File: config.mk
export PLATFORM = sky130hd
export DESIGN_NAME = aml_name_string_parser
export DESIGN_NICKNAME = d
export VERILOG_FILES = /design/src/hw/rtl/amlnsp_pkg.sv /design/src/hw/rtl/amlnsp_core.sv /design/src/hw/rtl/aml_name_string_parser.sv
export SDC_FILE = /design/constraint.sdc
export NUM_CORES = 1
export LEC_CHECK = 0
export ABC_AREA = 1
export BUFFER_PORTS_ARGS = -buffer_cell sky130_fd_sc_hd__buf_4
export CELL_PAD_IN_SITES_DETAIL_PLACEMENT = 0
export CELL_PAD_IN_SITES_GLOBAL_PLACEMENT = 2
export CORE_MARGIN = 8
export CORE_UTILIZATION = 35
export DETAILED_ROUTE_END_ITERATION = 12
export PLACE_DENSITY = 0.82
export SYNTH_ARGS = -nofsm -noshare
export SYNTH_HDL_FRONTEND = slang
export SYNTH_SLANG_ARGS = --single-unit
File: constraint.sdc
create_clock -name aclk -period 7.7 [get_ports aclk]
set_clock_uncertainty 0.2 [all_clocks]
set_input_delay 2.31 -clock aclk [delete_from_list [all_inputs] [get_ports aclk]]
set_output_delay 2.31 -clock aclk [all_outputs]
set_load 0.02 [all_outputs]
File: src/hw/rtl/amlnsp_pkg.sv
`timescale 1ns / 1ps
// ----------------------------------------------------------------------------
// AML NameString parser package
// Shared types, byte codes and character checks for the name string parser.
// ----------------------------------------------------------------------------
package amlnsp_pkg;

    localparam logic [7:0] BYTE_NULL   = 8'h00;
    localparam logic [7:0] BYTE_ROOT   = 8'h5C;
    localparam logic [7:0] BYTE_PARENT = 8'h5E;
    localparam logic [7:0] BYTE_DUAL   = 8'h2E;
    localparam logic [7:0] BYTE_MULTI  = 8'h2F;

    localparam logic [1:0] PREFIX_NONE     = 2'd0;
    localparam logic [1:0] PREFIX_ROOT     = 2'd1;
    localparam logic [1:0] PREFIX_ANCESTOR = 2'd2;

    localparam logic       STATUS_OK  = 1'b0;
    localparam logic       STATUS_BAD = 1'b1;

    localparam int TDATA_W = 64;

    typedef enum logic [4:0] {
        PH_PREFIX  = 5'b00001,
        PH_PARENTS = 5'b00010,
        PH_KIND    = 5'b00100,
        PH_COUNT   = 5'b01000,
        PH_SEG     = 5'b10000
    } phase_t;

    typedef struct packed {
        logic [31:0] segment;
        logic [7:0]  segment_index;
        logic [7:0]  segment_count;
        logic [1:0]  prefix_kind;
        logic [7:0]  ancestor_count;
        logic        last;
        logic        status;
    } result_t;

    function automatic logic lead_ok(input logic [7:0] c);
        return (c inside {[8'h41:8'h5A]}) || (c == 8'h5F);
    endfunction

    function automatic logic char_ok(input logic [7:0] c);
        return lead_ok(c) || (c inside {[8'h30:8'h39]});
    endfunction

    function automatic logic segment_ok(input logic [31:0] s);
        return lead_ok(s[7:0]) && char_ok(s[15:8]) && char_ok(s[23:16]) &&
               char_ok(s[31:24]);
    endfunction

endpackage

File: src/hw/rtl/amlnsp_core.sv
`timescale 1ns / 1ps
// ----------------------------------------------------------------------------
// AML NameString parser core
// Parser state registers and the per-byte step logic that produces results.
// ----------------------------------------------------------------------------
module amlnsp_core
    import amlnsp_pkg::*;
(
    input  logic       aclk,
    input  logic       aresetn,
    input  logic       step_en,
    input  logic [7:0] data_byte,
    output logic       res_valid,
    output result_t    res
);

    phase_t      phase_reg,   phase_next;
    logic [1:0]  prefix_reg,  prefix_next;
    logic [7:0]  parents_reg, parents_next;
    logic [7:0]  total_reg,   total_next;
    logic [7:0]  done_reg,    done_next;
    logic [31:0] shift_reg,   shift_next;
    logic [1:0]  pos_reg,     pos_next;

    logic [31:0] seg_word;
    logic        seg_good;
    logic        seg_last;

    always_comb begin
        seg_word = shift_reg | ({24'd0, data_byte} << {pos_reg, 3'b000});
        seg_good = segment_ok(seg_word);
        seg_last = ({1'b0, done_reg} + 9'd1) >= {1'b0, total_reg};
    end

    always_comb begin
        phase_next   = phase_reg;
        prefix_next  = prefix_reg;
        parents_next = parents_reg;
        total_next   = total_reg;
        done_next    = done_reg;
        shift_next   = shift_reg;
        pos_next     = pos_reg;
        res_valid    = 1'b0;
        res.segment        = seg_word;
        res.segment_index  = done_reg;
        res.segment_count  = total_reg;
        res.prefix_kind    = prefix_reg;
        res.ancestor_count = parents_reg;
        res.last           = 1'b1;
        res.status         = STATUS_OK;

        case (phase_reg)
            PH_PREFIX, PH_PARENTS, PH_KIND: begin
                if (phase_reg == PH_PREFIX && data_byte == BYTE_ROOT) begin
                    prefix_next = PREFIX_ROOT;
                    phase_next  = PH_KIND;
                end else if (phase_reg == PH_PREFIX && data_byte == BYTE_PARENT) begin
                    prefix_next  = PREFIX_ANCESTOR;
                    parents_next = 8'd1;
                    phase_next   = PH_PARENTS;
                end else if (phase_reg == PH_PARENTS && data_byte == BYTE_PARENT) begin
                    if (parents_reg != 8'hFF) begin
                        parents_next = parents_reg + 8'd1;
                    end
                end else if (data_byte == BYTE_NULL) begin
                    res_valid         = 1'b1;
                    res.segment       = '0;
                    res.segment_index = '0;
                    res.segment_count = '0;
                    phase_next   = PH_PREFIX;
                    prefix_next  = PREFIX_NONE;
                    parents_next = '0;
                    total_next   = '0;
                    done_next    = '0;
                    shift_next   = '0;
                    pos_next     = '0;
                end else if (data_byte == BYTE_DUAL) begin
                    total_next = 8'd2;
                    phase_next = PH_SEG;
                end else if (data_byte == BYTE_MULTI) begin
                    phase_next = PH_COUNT;
                end else begin
                    total_next = 8'd1;
                    phase_next = PH_SEG;
                    shift_next = {24'd0, data_byte};
                    pos_next   = 2'd1;
                end
            end
            PH_COUNT: begin
                if (data_byte == BYTE_NULL) begin
                    res_valid         = 1'b1;
                    res.segment       = '0;
                    res.segment_index = '0;
                    res.segment_count = '0;
                    phase_next   = PH_PREFIX;
                    prefix_next  = PREFIX_NONE;
                    parents_next = '0;
                    total_next   = '0;
                    done_next    = '0;
                    shift_next   = '0;
                    pos_next     = '0;
                end else begin
                    total_next = data_byte;
                    phase_next = PH_SEG;
                end
            end
            PH_SEG: begin
                if (pos_reg != 2'd3) begin
                    shift_next = seg_word;
                    pos_next   = pos_reg + 2'd1;
                end else begin
                    res_valid  = 1'b1;
                    res.last   = !seg_good || seg_last;
                    res.status = seg_good ? STATUS_OK : STATUS_BAD;
                    if (!seg_good || seg_last) begin
                        phase_next   = PH_PREFIX;
                        prefix_next  = PREFIX_NONE;
                        parents_next = '0;
                        total_next   = '0;
                        done_next    = '0;
                        shift_next   = '0;
                        pos_next     = '0;
                    end else begin
                        done_next  = done_reg + 8'd1;
                        shift_next = '0;
                        pos_next   = '0;
                    end
                end
            end
            default: begin
                phase_next   = PH_PREFIX;
                prefix_next  = PREFIX_NONE;
                parents_next = '0;
                total_next   = '0;
                done_next    = '0;
                shift_next   = '0;
                pos_next     = '0;
            end
        endcase
    end

    always_ff @(posedge aclk) begin
        if (!aresetn) begin
            phase_reg   <= PH_PREFIX;
            prefix_reg  <= PREFIX_NONE;
            parents_reg <= '0;
            total_reg   <= '0;
            done_reg    <= '0;
            shift_reg   <= '0;
            pos_reg     <= '0;
        end else if (step_en) begin
            phase_reg   <= phase_next;
            prefix_reg  <= prefix_next;
            parents_reg <= parents_next;
            total_reg   <= total_next;
            done_reg    <= done_next;
            shift_reg   <= shift_next;
            pos_reg     <= pos_next;
        end
    end

endmodule

File: src/hw/rtl/aml_name_string_parser.sv
`timescale 1ns / 1ps
// ----------------------------------------------------------------------------
// AML NameString parser
// Byte-stream parser for back-to-back AML NameStrings, one request per segment.
// ----------------------------------------------------------------------------
// Takes one AML byte per cycle and emits one request per four-character name
// segment, a single request for a null name, and an error request (tuser set,
// tlast set) when a segment holds illegal characters, after which parsing
// restarts at the next byte. A byte is registered on entry and its result is
// registered on exit, and the sustained rate is one byte per cycle while no
// new result meets a full output register. The input side keeps accepting
// while a result waits, stalling only when a new result meets a full output
// register.
// ----------------------------------------------------------------------------
module aml_name_string_parser
    import amlnsp_pkg::*;
(
    input  logic               aclk,
    input  logic               aresetn,
    input  logic               s_tvalid,
    output logic               s_tready,
    input  logic [7:0]         s_tdata,   // [7:0] data_byte
    output logic               m_tvalid,
    input  logic               m_tready,
    output logic [TDATA_W-1:0] m_tdata,   // [31:0] segment, [39:32] segment_index,
                                          // [47:40] segment_count, [49:48] prefix_kind,
                                          // [57:50] ancestor_count, [63:58] zero
    output logic               m_tlast,   // last
    output logic               m_tuser    // status
);

    logic       in_valid_reg;
    logic [7:0] in_byte_reg;
    logic       out_valid_reg;
    result_t    out_reg;

    logic       out_free;
    logic       advance;
    logic       res_valid;
    result_t    res;

    amlnsp_core u_core (
        .aclk      (aclk),
        .aresetn   (aresetn),
        .step_en   (advance),
        .data_byte (in_byte_reg),
        .res_valid (res_valid),
        .res       (res)
    );

    assign out_free = !out_valid_reg || m_tready;
    assign advance  = in_valid_reg && (!res_valid || out_free);
    assign s_tready = !in_valid_reg || advance;

    always_ff @(posedge aclk) begin
        if (!aresetn) begin
            in_valid_reg <= 1'b0;
        end else if (s_tready) begin
            in_valid_reg <= s_tvalid;
        end
    end

    always_ff @(posedge aclk) begin
        if (s_tready && s_tvalid) begin
            in_byte_reg <= s_tdata;
        end
    end

    always_ff @(posedge aclk) begin
        if (!aresetn) begin
            out_valid_reg <= 1'b0;
        end else if (out_free) begin
            out_valid_reg <= advance && res_valid;
        end
    end

    always_ff @(posedge aclk) begin
        if (out_free && advance && res_valid) begin
            out_reg <= res;
        end
    end

    assign m_tvalid = out_valid_reg;
    assign m_tdata  = {6'd0, out_reg.ancestor_count, out_reg.prefix_kind,
                       out_reg.segment_count, out_reg.segment_index, out_reg.segment};
    assign m_tlast  = out_reg.last;
    assign m_tuser  = out_reg.status;

    a_bad_is_last: assert property (@(posedge aclk) disable iff (!aresetn)
        m_tvalid && (out_reg.status == STATUS_BAD) |-> out_reg.last)
        else $error("error request without last");

    a_null_shape: assert property (@(posedge aclk) disable iff (!aresetn)
        m_tvalid && (out_reg.segment_count == 8'd0)
            |-> out_reg.last && (out_reg.segment == 32'd0))
        else $error("null name request malformed");

    a_index_range: assert property (@(posedge aclk) disable iff (!aresetn)
        m_tvalid && (out_reg.segment_count != 8'd0)
            |-> out_reg.segment_index < out_reg.segment_count)
        else $error("segment index beyond segment count");

    a_no_drop: assert property (@(posedge aclk) disable iff (!aresetn)
        advance && res_valid |-> out_free)
        else $error("result produced with output register full");

endmodule
==> out/results.ini, run 1 <==
[run_status]
outcome=complete, no violations

[hold_path]
holdPathEnd=m_tdata[57]$_DFFE_PP_
hold_class=flip-flop to flip-flop
hold_start=u_core.parents_reg[7]$_SDFFE_PN0P_
holdPathStages=0

[yosys]
synth_async_sr_flop_share_pct=0
synth_top_family_by_area=simple AND/OR/NAND/NOR gates
synth_area_per_cell_um2=7.88
synth-edff-count=68
synthCells=884
yosysSeqAreaShare_pct=48.6
netlist_area_um2=6960
synth_area_leader_cell=edfxtp_1
synthFlopType=edfxtp_1
synth_cell_types=42
muxShareOfSynthArea_pct=0
yosys_warnings=0
synth.top_cell.area_share_pct=29.3
ys_seq_elements=135
synth_area_leaders=edfxtp_1, dfxtp_1, nand2_1
yosys.area_share.simple_pct=26.0
synth_fa_ha_area_share_pct=1.98
synth-xor-area-share_pct=1.13
synth_compound_area_share_pct=10.9

[timing]
finalMaxSlewViolations=0
relSlewSlack_pct=49.2
setup-violations-final=0
rsz0062_at_grt=no
finalHoldViolations=0
worstMarginPinSlew_ps=760
clock.fmax_mhz=176
fin_crit_ps=5680
finalCritPeriodShare_pct=73.7
finalSetupTns_ps=0

[final_layout]
num_antenna_cells=0
final_core_util_pct=42.1
drive_gt1_share_pct=15.6
area_delta_synth_final_pct=18.0
layout_common_cells=nand2_1, nor2_1, inv_1
multi_input_area_um2=2820
final_common_cell=nand2_1
nFillCells=2108
largest_register_ffs=58
nets=966
regArea_um2=3380

[placement]
routabilityCongestion=0.796
place_hpwl_um=12800
place.port_buffers=73

[clock_network]
cts_sinks=135
cts_hold_buf=0
cts_tree=yes
clock_latency_ps=420
root_buffer=clkbuf_16
post_cts_buffers=0
cts.repair.resized=0
clkTransAtPathRegs_ps=60
cts_buffers=17
htreeDepth=4
clock_path_buffers=2

[critical_path]
critPathCaptureType=output port
r2r_start=u_core.done_reg[0]$_SDFFE_PN0P_
reg2reg_to=m_tlast$_SDFFCE_PN1P_
startpoint_type=primary input
critPathRequiredTime_ps=5190
r2r.worst_path.cells=14
criticalPathCategory=primary input to output port
crit_path_top_delay_cell=nor2_1
crit_top_cell=buf_4
path_delay_family=simple AND/OR/NAND/NOR gates
path_cells=buf_4 > nor2_1 > nand3_1 > buf_4
rrSetupSlack_ps=4180
worstPathMaxFanout=3
cp.arrival_ps=3170
crit_path_max_incr_delay_ps=300
crit_buf_inv=2

[flow_run]
max_cap_violations=0

[detailed_routing]
vias_per_cell=4.67
totalWireLength_um=18700
drt-initial-drc-count=270
wl_per_cell_um=15.4
firstDrtPassIters=5
ant_nets=0
via_count=5704
post-route-drc-count=0

[floorplan]
fp.dieArea_um2=24700
fp.dieW_um=157
top_level_ports=80
rows=51
core_area_um2=19500
initial_utilization_pct=35.7
die_h_um=157

[global_route]
grt_usage_pct=15.7
grt_pass1_vias=5583
grt_pass1_wl_um=30100
gr-total-overflow=0
antenna_found_initial=0
grt_max_degree=62

[power_and_ir_drop]
p_leak_nw=3.57
ir_drop_mv=0.156
powerDensity_nw_per_um2=216

-- where the power goes --
group	total [mW]	leakage (nW)	internal (mW)	switching [mW]
Clock	0.795	0.271	0.482	0.313
Combinational	0.181	2.11	0.0571	0.124
Sequential	0.800	1.19	0.778	0.0219
-- per-layer routing --
metal,track usage [%],wire [um],vias up
met5,0,0,-
met4,4.49,209,0
met3,3.32,691,15
met2,26.0,8930,78
met1,20.3,8910,2626
li1,-,-,2985
-- cells by family after synthesis --
family,count (synthesis)
other,1
buffers and inverters,183
AOI/OAI and AO/OA,132
xor gates and xnor gates,9
adders and majority gates,11
DFF,135
and+or+nand+nor,413
-- final cells by class --
cell class                      instances  share of cell area [%]
Sequential cell                       135                    41.2
Timing Repair Buffer                   77                    7.04
Clock buffer                           19                    5.39
Multi-Input combinational cell        571                    34.3
Clock inverter                         13                    1.60
Tap cell                              265                    4.04
Inverter                              141                    6.47
-- cells in the mapped netlist (8+ instances only) --
cell type,count
xor2_1,8
nand4_1,28
buf_6,8
o21ai_1,21
clkbuf_1,11
edfxtp_1,68
inv_1,128
a21oi_1,56
buf_2,17
ha_1,11
o21ai_0,29
dfxtp_1,67
nand2_1,155
nand3_1,67
nor2_1,138
inv_2,12
-- stage by stage --
| stage | hold slack (ps) | power [mW] | instances | worst slack (ps) | area (um2) |
|---|---|---|---|---|---|
| final | 233 | 1.78 | 1221 | 2020 | 8220 |
| after global routing | 247 | 1.86 | 1221 | 1970 | 8220 |
| after CTS | 237 | 1.80 | 1221 | 2000 | 8220 |
| after detailed placement | 222 | 0.996 | 1189 | 2010 | 7640 |
| after global placement | 222 | 0.996 | 1189 | 2010 | 7640 |
| after floorplan | 208 | 0.951 | 889 | 2460 | 6980 |
-- how the worst max path moves through the flow --
stage	startpoint	to	slack [ps]	cells past startpoint
floorplan	m_tready	s_tready	2460	2
global placement	m_tready	s_tready	2010	4
detailed placement	m_tready	s_tready	2010	4
CTS	m_tready	s_tready	2000	4
global route	m_tready	s_tready	1970	4
finish	m_tready	s_tready	2020	4
No activity file was read; power rests on OpenSTA's default activity.
==> run 2: changes to the inputs <==
CORE_UTILIZATION = 31   (was 35)
PLACE_DENSITY = 0.77   (was 0.82)
clock period = 5.2 ns   (was 7.7 ns; I/O delays follow)
==> run 2 against run 1 <==
Against the previous run: first-iteration DRC count rose by 31%; critical path type unchanged; highest routed layer unchanged; worst hold slack better by 5.9 ps; sequential power grew 48%; power increased by 49%; register-to-register slack got worse by 2400 ps; clock power is 50% higher; wire length grew 2.0%.
==> out/results.ini, run 2 (synthesized netlist as in run 1, its figures left out) <==
[run_status]
outcome=complete, no violations

[final_layout]
largest_register_ffs=58  ; unchanged
layout_common_cells=nand2_1, nor2_1, inv_1
drive_gt1_share_pct=15.2  ; -0.42 points
fin_area_um2=8250  ; +0.35%
final_common_cell=nand2_1
fin_cells=1241  ; +1.6%
area_delta_synth_final_pct=18.4
num_antenna_cells=0  ; unchanged
nets=967  ; +0.10%

[power_and_ir_drop]
internal-power_mw=1.98  ; +51%
combPwrFrac_pct=10.2  ; about the same
powerDensity_nw_per_um2=321  ; +48%
p_leak_nw=3.58  ; +0.33%
ir_drop_mv=0.194  ; +24%
p_sw_uw=662  ; +44%
clkPwrFrac_pct=45.1  ; +0.3 points
p_sw_share_pct=25.0  ; -0.82 points
p_seq_share_pct=44.7  ; -0.3 points
power_mw=2.64  ; +49%

[floorplan]
fp.dieArea_um2=27500  ; +12%
rows=55  ; +7.8%
initial_utilization_pct=31.1  ; -4.5 points
top_level_ports=80  ; unchanged
core_area_um2=22400  ; +15%
die_h_um=166  ; +5.6%
fp.dieW_um=166  ; +5.6%

[clock_network]
cts_sinks=135  ; unchanged
cts_tree=yes
root_buffer=clkbuf_16
cts_hold_buf=0  ; unchanged
clock_latency_ps=420  ; about the same
clock_path_buffers=2  ; unchanged
clkTransAtPathRegs_ps=60  ; about the same
cts.repair.resized=0  ; unchanged
htreeDepth=4  ; unchanged
cts_buffers=17  ; unchanged
post_cts_buffers=0  ; unchanged

[detailed_routing]
totalWireLength_um=19100  ; +2.0%
ant_nets=0  ; unchanged
drt-initial-drc-count=355  ; +31%
via_count=5738  ; +0.60%
firstDrtPassIters=5  ; unchanged
post-route-drc-count=0  ; unchanged
vias_per_cell=4.62  ; -1.0%
wl_per_cell_um=15.4  ; +0.40%

[critical_path]
critPathCaptureType=output port
startpoint_type=primary input
worstPathMaxFanout=3  ; unchanged
cp.arrival_ps=2400  ; -770 ps
critPathRequiredTime_ps=3440  ; -1750 ps
criticalPathCategory=primary input to output port

[timing]
relSlewSlack_pct=34.7  ; -14 points
setup-violations-final=0  ; unchanged
clock.fmax_mhz=240
finalMaxSlewViolations=0  ; unchanged
hold_ws_ps=239  ; +5.93 ps
finalHoldViolations=0  ; unchanged
finalCritPeriodShare_pct=80.1
rsz0062_at_grt=no
fin_crit_ps=4160
worstMarginPinSlew_ps=978  ; +218 ps
finalSetupTns_ps=0  ; unchanged

[placement]
place_hpwl_um=13300  ; +3.7%
routabilityCongestion=0.758  ; -4.8%
place.port_buffers=73  ; unchanged
dp.cells=1210  ; +1.8%
place_area_um2=7670  ; +0.43%

[global_route]
gr-total-overflow=0  ; unchanged
grt_usage_pct=14.2  ; -1.4 points
grt_pass1_vias=5701  ; +2.1%
grt_pass1_wl_um=31500  ; +4.5%
antenna_found_initial=0  ; unchanged
grt_max_degree=62  ; unchanged

[flow_run]
max_cap_violations=0  ; unchanged

[hold_path]
hold_class=flip-flop to flip-flop

[run 2: power by group through the flow]
stage | Combinational (mW) | Sequential [mW] | Clock (mW)
6_report | 0.269 | 1.18 | 1.19
5_1_grt | 0.312 | 1.19 | 1.27
4_1_cts | 0.272 | 1.18 | 1.23
3_5_place_dp | 0.271 | 1.21 | 0
3_3_place_gp | 0.271 | 1.21 | 0
2_1_floorplan | 0.219 | 1.19 | 0
[run 2: worst paths after layout]
path                                       from  depth (start not counted)               endpoint  slack [ps]
min reg2reg  u_core.parents_reg[7]$_SDFFE_PN0P_                          0  m_tdata[57]$_DFFE_PP_         240
min          u_core.parents_reg[7]$_SDFFE_PN0P_                          0  m_tdata[57]$_DFFE_PP_         240
max                                    m_tready                          4               s_tready        1040
max reg2reg      u_core.pos_reg[1]$_SDFFE_PN0P_                         13  m_tlast$_SDFFCE_PN1P_        1750
[run 2: per-layer routing]
metal / up-vias / wire length [um] / global-route usage [%]
met5: - / 0 / 0
met4: 0 / 109 / 3.79
met3: 6 / 710 / 3.40
met2: 90 / 9330 / 23.7
met1: 2662 / 8980 / 18.2
li1: 2980 / - / -
[run 2: area by class of cell]
type | count | area (um2)
sequential | 135 | 3380
clock inverter | 10 | 130
clock buffer | 21 | 440
inverter | 141 | 532
fill | 2382 | 14100
timing repair buffer | 78 | 586
tap | 285 | 357
multi-input combinational | 571 | 2820
[run 2: worst max-delay path: stages]
cell and delay (ps):
buf_4 110, nor2_1 270, nand3_1 240, buf_4 220
[run 2: through the flow]
stage,worst slack [ps],util (%)
final,1040,36.9
after global routing,922,36.9
after CTS,997,36.9
after detailed placement,1000,34.3
after global placement,1000,34.3
after floorplan,1460,-
==> run 3: changes to the inputs <==
CORE_UTILIZATION = 35   (was 31)
PLACE_DENSITY = 0.82   (was 0.77)
clock period = 4 ns   (was 5.2 ns; I/O delays follow)
==> run 3 against run 2 <==
Against the previous run: setup slack worse by 680 ps; wire length down 0.65%; sequential power grew 31%; highest routed layer unchanged; clock power grew 24%; largest cell class unchanged; critical endpoint unchanged; final area is 0.36% higher.
==> out/results.ini, run 3 (synthesized netlist as in run 1, its figures left out) <==
[detailed_routing]
vias_per_cell=4.69  ; +1.4%
ant_nets=0  ; unchanged
post-route-drc-count=0  ; unchanged
drt-initial-drc-count=339  ; -4.5%
totalWireLength_um=19000  ; -0.65%
via_count=5766  ; +0.49%
wl_per_cell_um=15.4  ; +0.23%
firstDrtPassIters=6  ; +1

[timing]
fin_ws_ps=359  ; -677 ps
fin_crit_ps=3640
relSlewSlack_pct=53.5  ; +19 points
clock.fmax_mhz=275
finalSetupTns_ps=0  ; unchanged
setup-violations-final=0  ; unchanged
rsz0062_at_grt=no
finalHoldViolations=0  ; unchanged
finalMaxSlewViolations=0  ; unchanged
worstMarginPinSlew_ps=697  ; -281 ps
finalCritPeriodShare_pct=91.0

[hold_path]
hold_class=flip-flop to flip-flop
holdPathStages=0  ; unchanged
hold_start=u_core.parents_reg[7]$_SDFFE_PN0P_
holdPathEnd=m_tdata[57]$_DFFE_PP_

[floorplan]
die_h_um=157  ; -5.3%
initial_utilization_pct=35.7  ; +4.5 points
core_area_um2=19500  ; -13%
top_level_ports=80  ; unchanged
fp.dieArea_um2=24700  ; -10%
rows=51  ; -7.3%
fp.dieW_um=157  ; -5.3%

[critical_path]
critPathCaptureType=output port
crit_start=in_byte_reg[6]$_DFFE_PP_
reg2reg_to=u_core.total_reg[3]$_SDFFE_PN0P_
startpoint_type=flip-flop
r2r_start=u_core.done_reg[0]$_SDFFE_PN0P_
criticalPathCategory=flip-flop to output port
r2r.worst_path.cells=15  ; +2
rrSetupSlack_ps=700  ; -1050 ps
worstPathMaxFanout=9  ; +6
critPathRequiredTime_ps=2600  ; -840 ps
cp.arrival_ps=2240  ; -160 ps

[placement]
place_hpwl_um=13200  ; -0.36%
place.port_buffers=73  ; unchanged
place_ws_ps=630  ; -371 ps
dp.cells=1198  ; -0.99%
routabilityCongestion=0.797  ; +5.1%
place_area_um2=7720  ; +0.62%

[flow_run]
max_cap_violations=0  ; unchanged

[global_route]
grt_pass1_vias=5741  ; +0.70%
grt_pass1_wl_um=30400  ; -3.4%
grt_usage_pct=15.9  ; +1.6 points
antenna_found_initial=0  ; unchanged
grt_max_degree=49  ; -21%
gr-total-overflow=0  ; unchanged

[clock_network]
cts_sinks=135  ; unchanged
htreeDepth=4  ; unchanged
post_cts_buffers=0  ; unchanged
clkTransAtPathRegs_ps=60  ; about the same
cts_hold_buf=0  ; unchanged
clock_latency_ps=420  ; about the same
cts_buffers=17  ; unchanged
cts.repair.resized=0  ; unchanged
clock_path_buffers=2  ; unchanged
cts_tree=yes
root_buffer=clkbuf_16

[power_and_ir_drop]
powerDensity_nw_per_um2=408  ; +27%
ir_drop_mv=0.268  ; +38%
p_leak_nw=3.61  ; +0.77%

[final_layout]
multi_input_area_um2=2820  ; unchanged
nFillCells=2101  ; -12%
final_common_cell=nand2_1
largest_register_ffs=58  ; unchanged
num_antenna_cells=0  ; unchanged
fin_area_um2=8280  ; +0.36%
drive_gt1_share_pct=15.8  ; +0.58 points
layout_common_cells=nand2_1, nor2_1, inv_1
regArea_um2=3380  ; unchanged
fin_cells=1230  ; -0.89%
area_delta_synth_final_pct=18.8
final_core_util_pct=42.4  ; +5.5 points
nets=975  ; +0.83%

[run_status]
outcome=complete, no violations

-- run 3: where the power goes --
group          internal [mW]  switching, mW
combinational          0.114          0.243
sequential              1.50         0.0428
clock                  0.917          0.566
total                   2.53          0.852
-- run 3: worst max path at each step --
stage and to:
2_1_floorplan m_tdata[0]$_DFFE_PP_, 3_3_place_gp s_tready, 3_5_place_dp s_tready, 4_1_cts s_tready, 5_1_grt s_tready, 6_report s_tready
-- run 3: critical path, stage by stage, from the launching register on --
cell and delay [ps]:
edfxtp_1 600, nor2_1 210, nand3_1 140, nor2_4 280, nand2_1 110, nand3_2 110
nand3_1 160, buf_4 210
-- run 3: metal layers --
layer  global-route usage, %  share of wire, %
met3                    3.29               4.1
met4                    5.21               1.7
met2                    26.0                47
met5                       0                 0
met1                    20.6                48
-- run 3: per-stage QoR --
stage,total power [mW],hold slack (ps)
after floorplan,1.83,208
after global placement,1.93,223
after detailed placement,1.93,217
after CTS,3.42,242
after global routing,3.54,250
final,3.38,238
-- run 3: layout make-up --
| type | count | area share, % |
|---|---|---|
| Sequential cell | 135 | 40.9 |
| Multi-Input combinational cell | 571 | 34.0 |
| Timing Repair Buffer | 86 | 7.95 |
| Inverter | 141 | 6.43 |
| Clock buffer | 24 | 5.46 |
| Tap cell | 265 | 4.01 |
| Clock inverter | 8 | 1.22 |
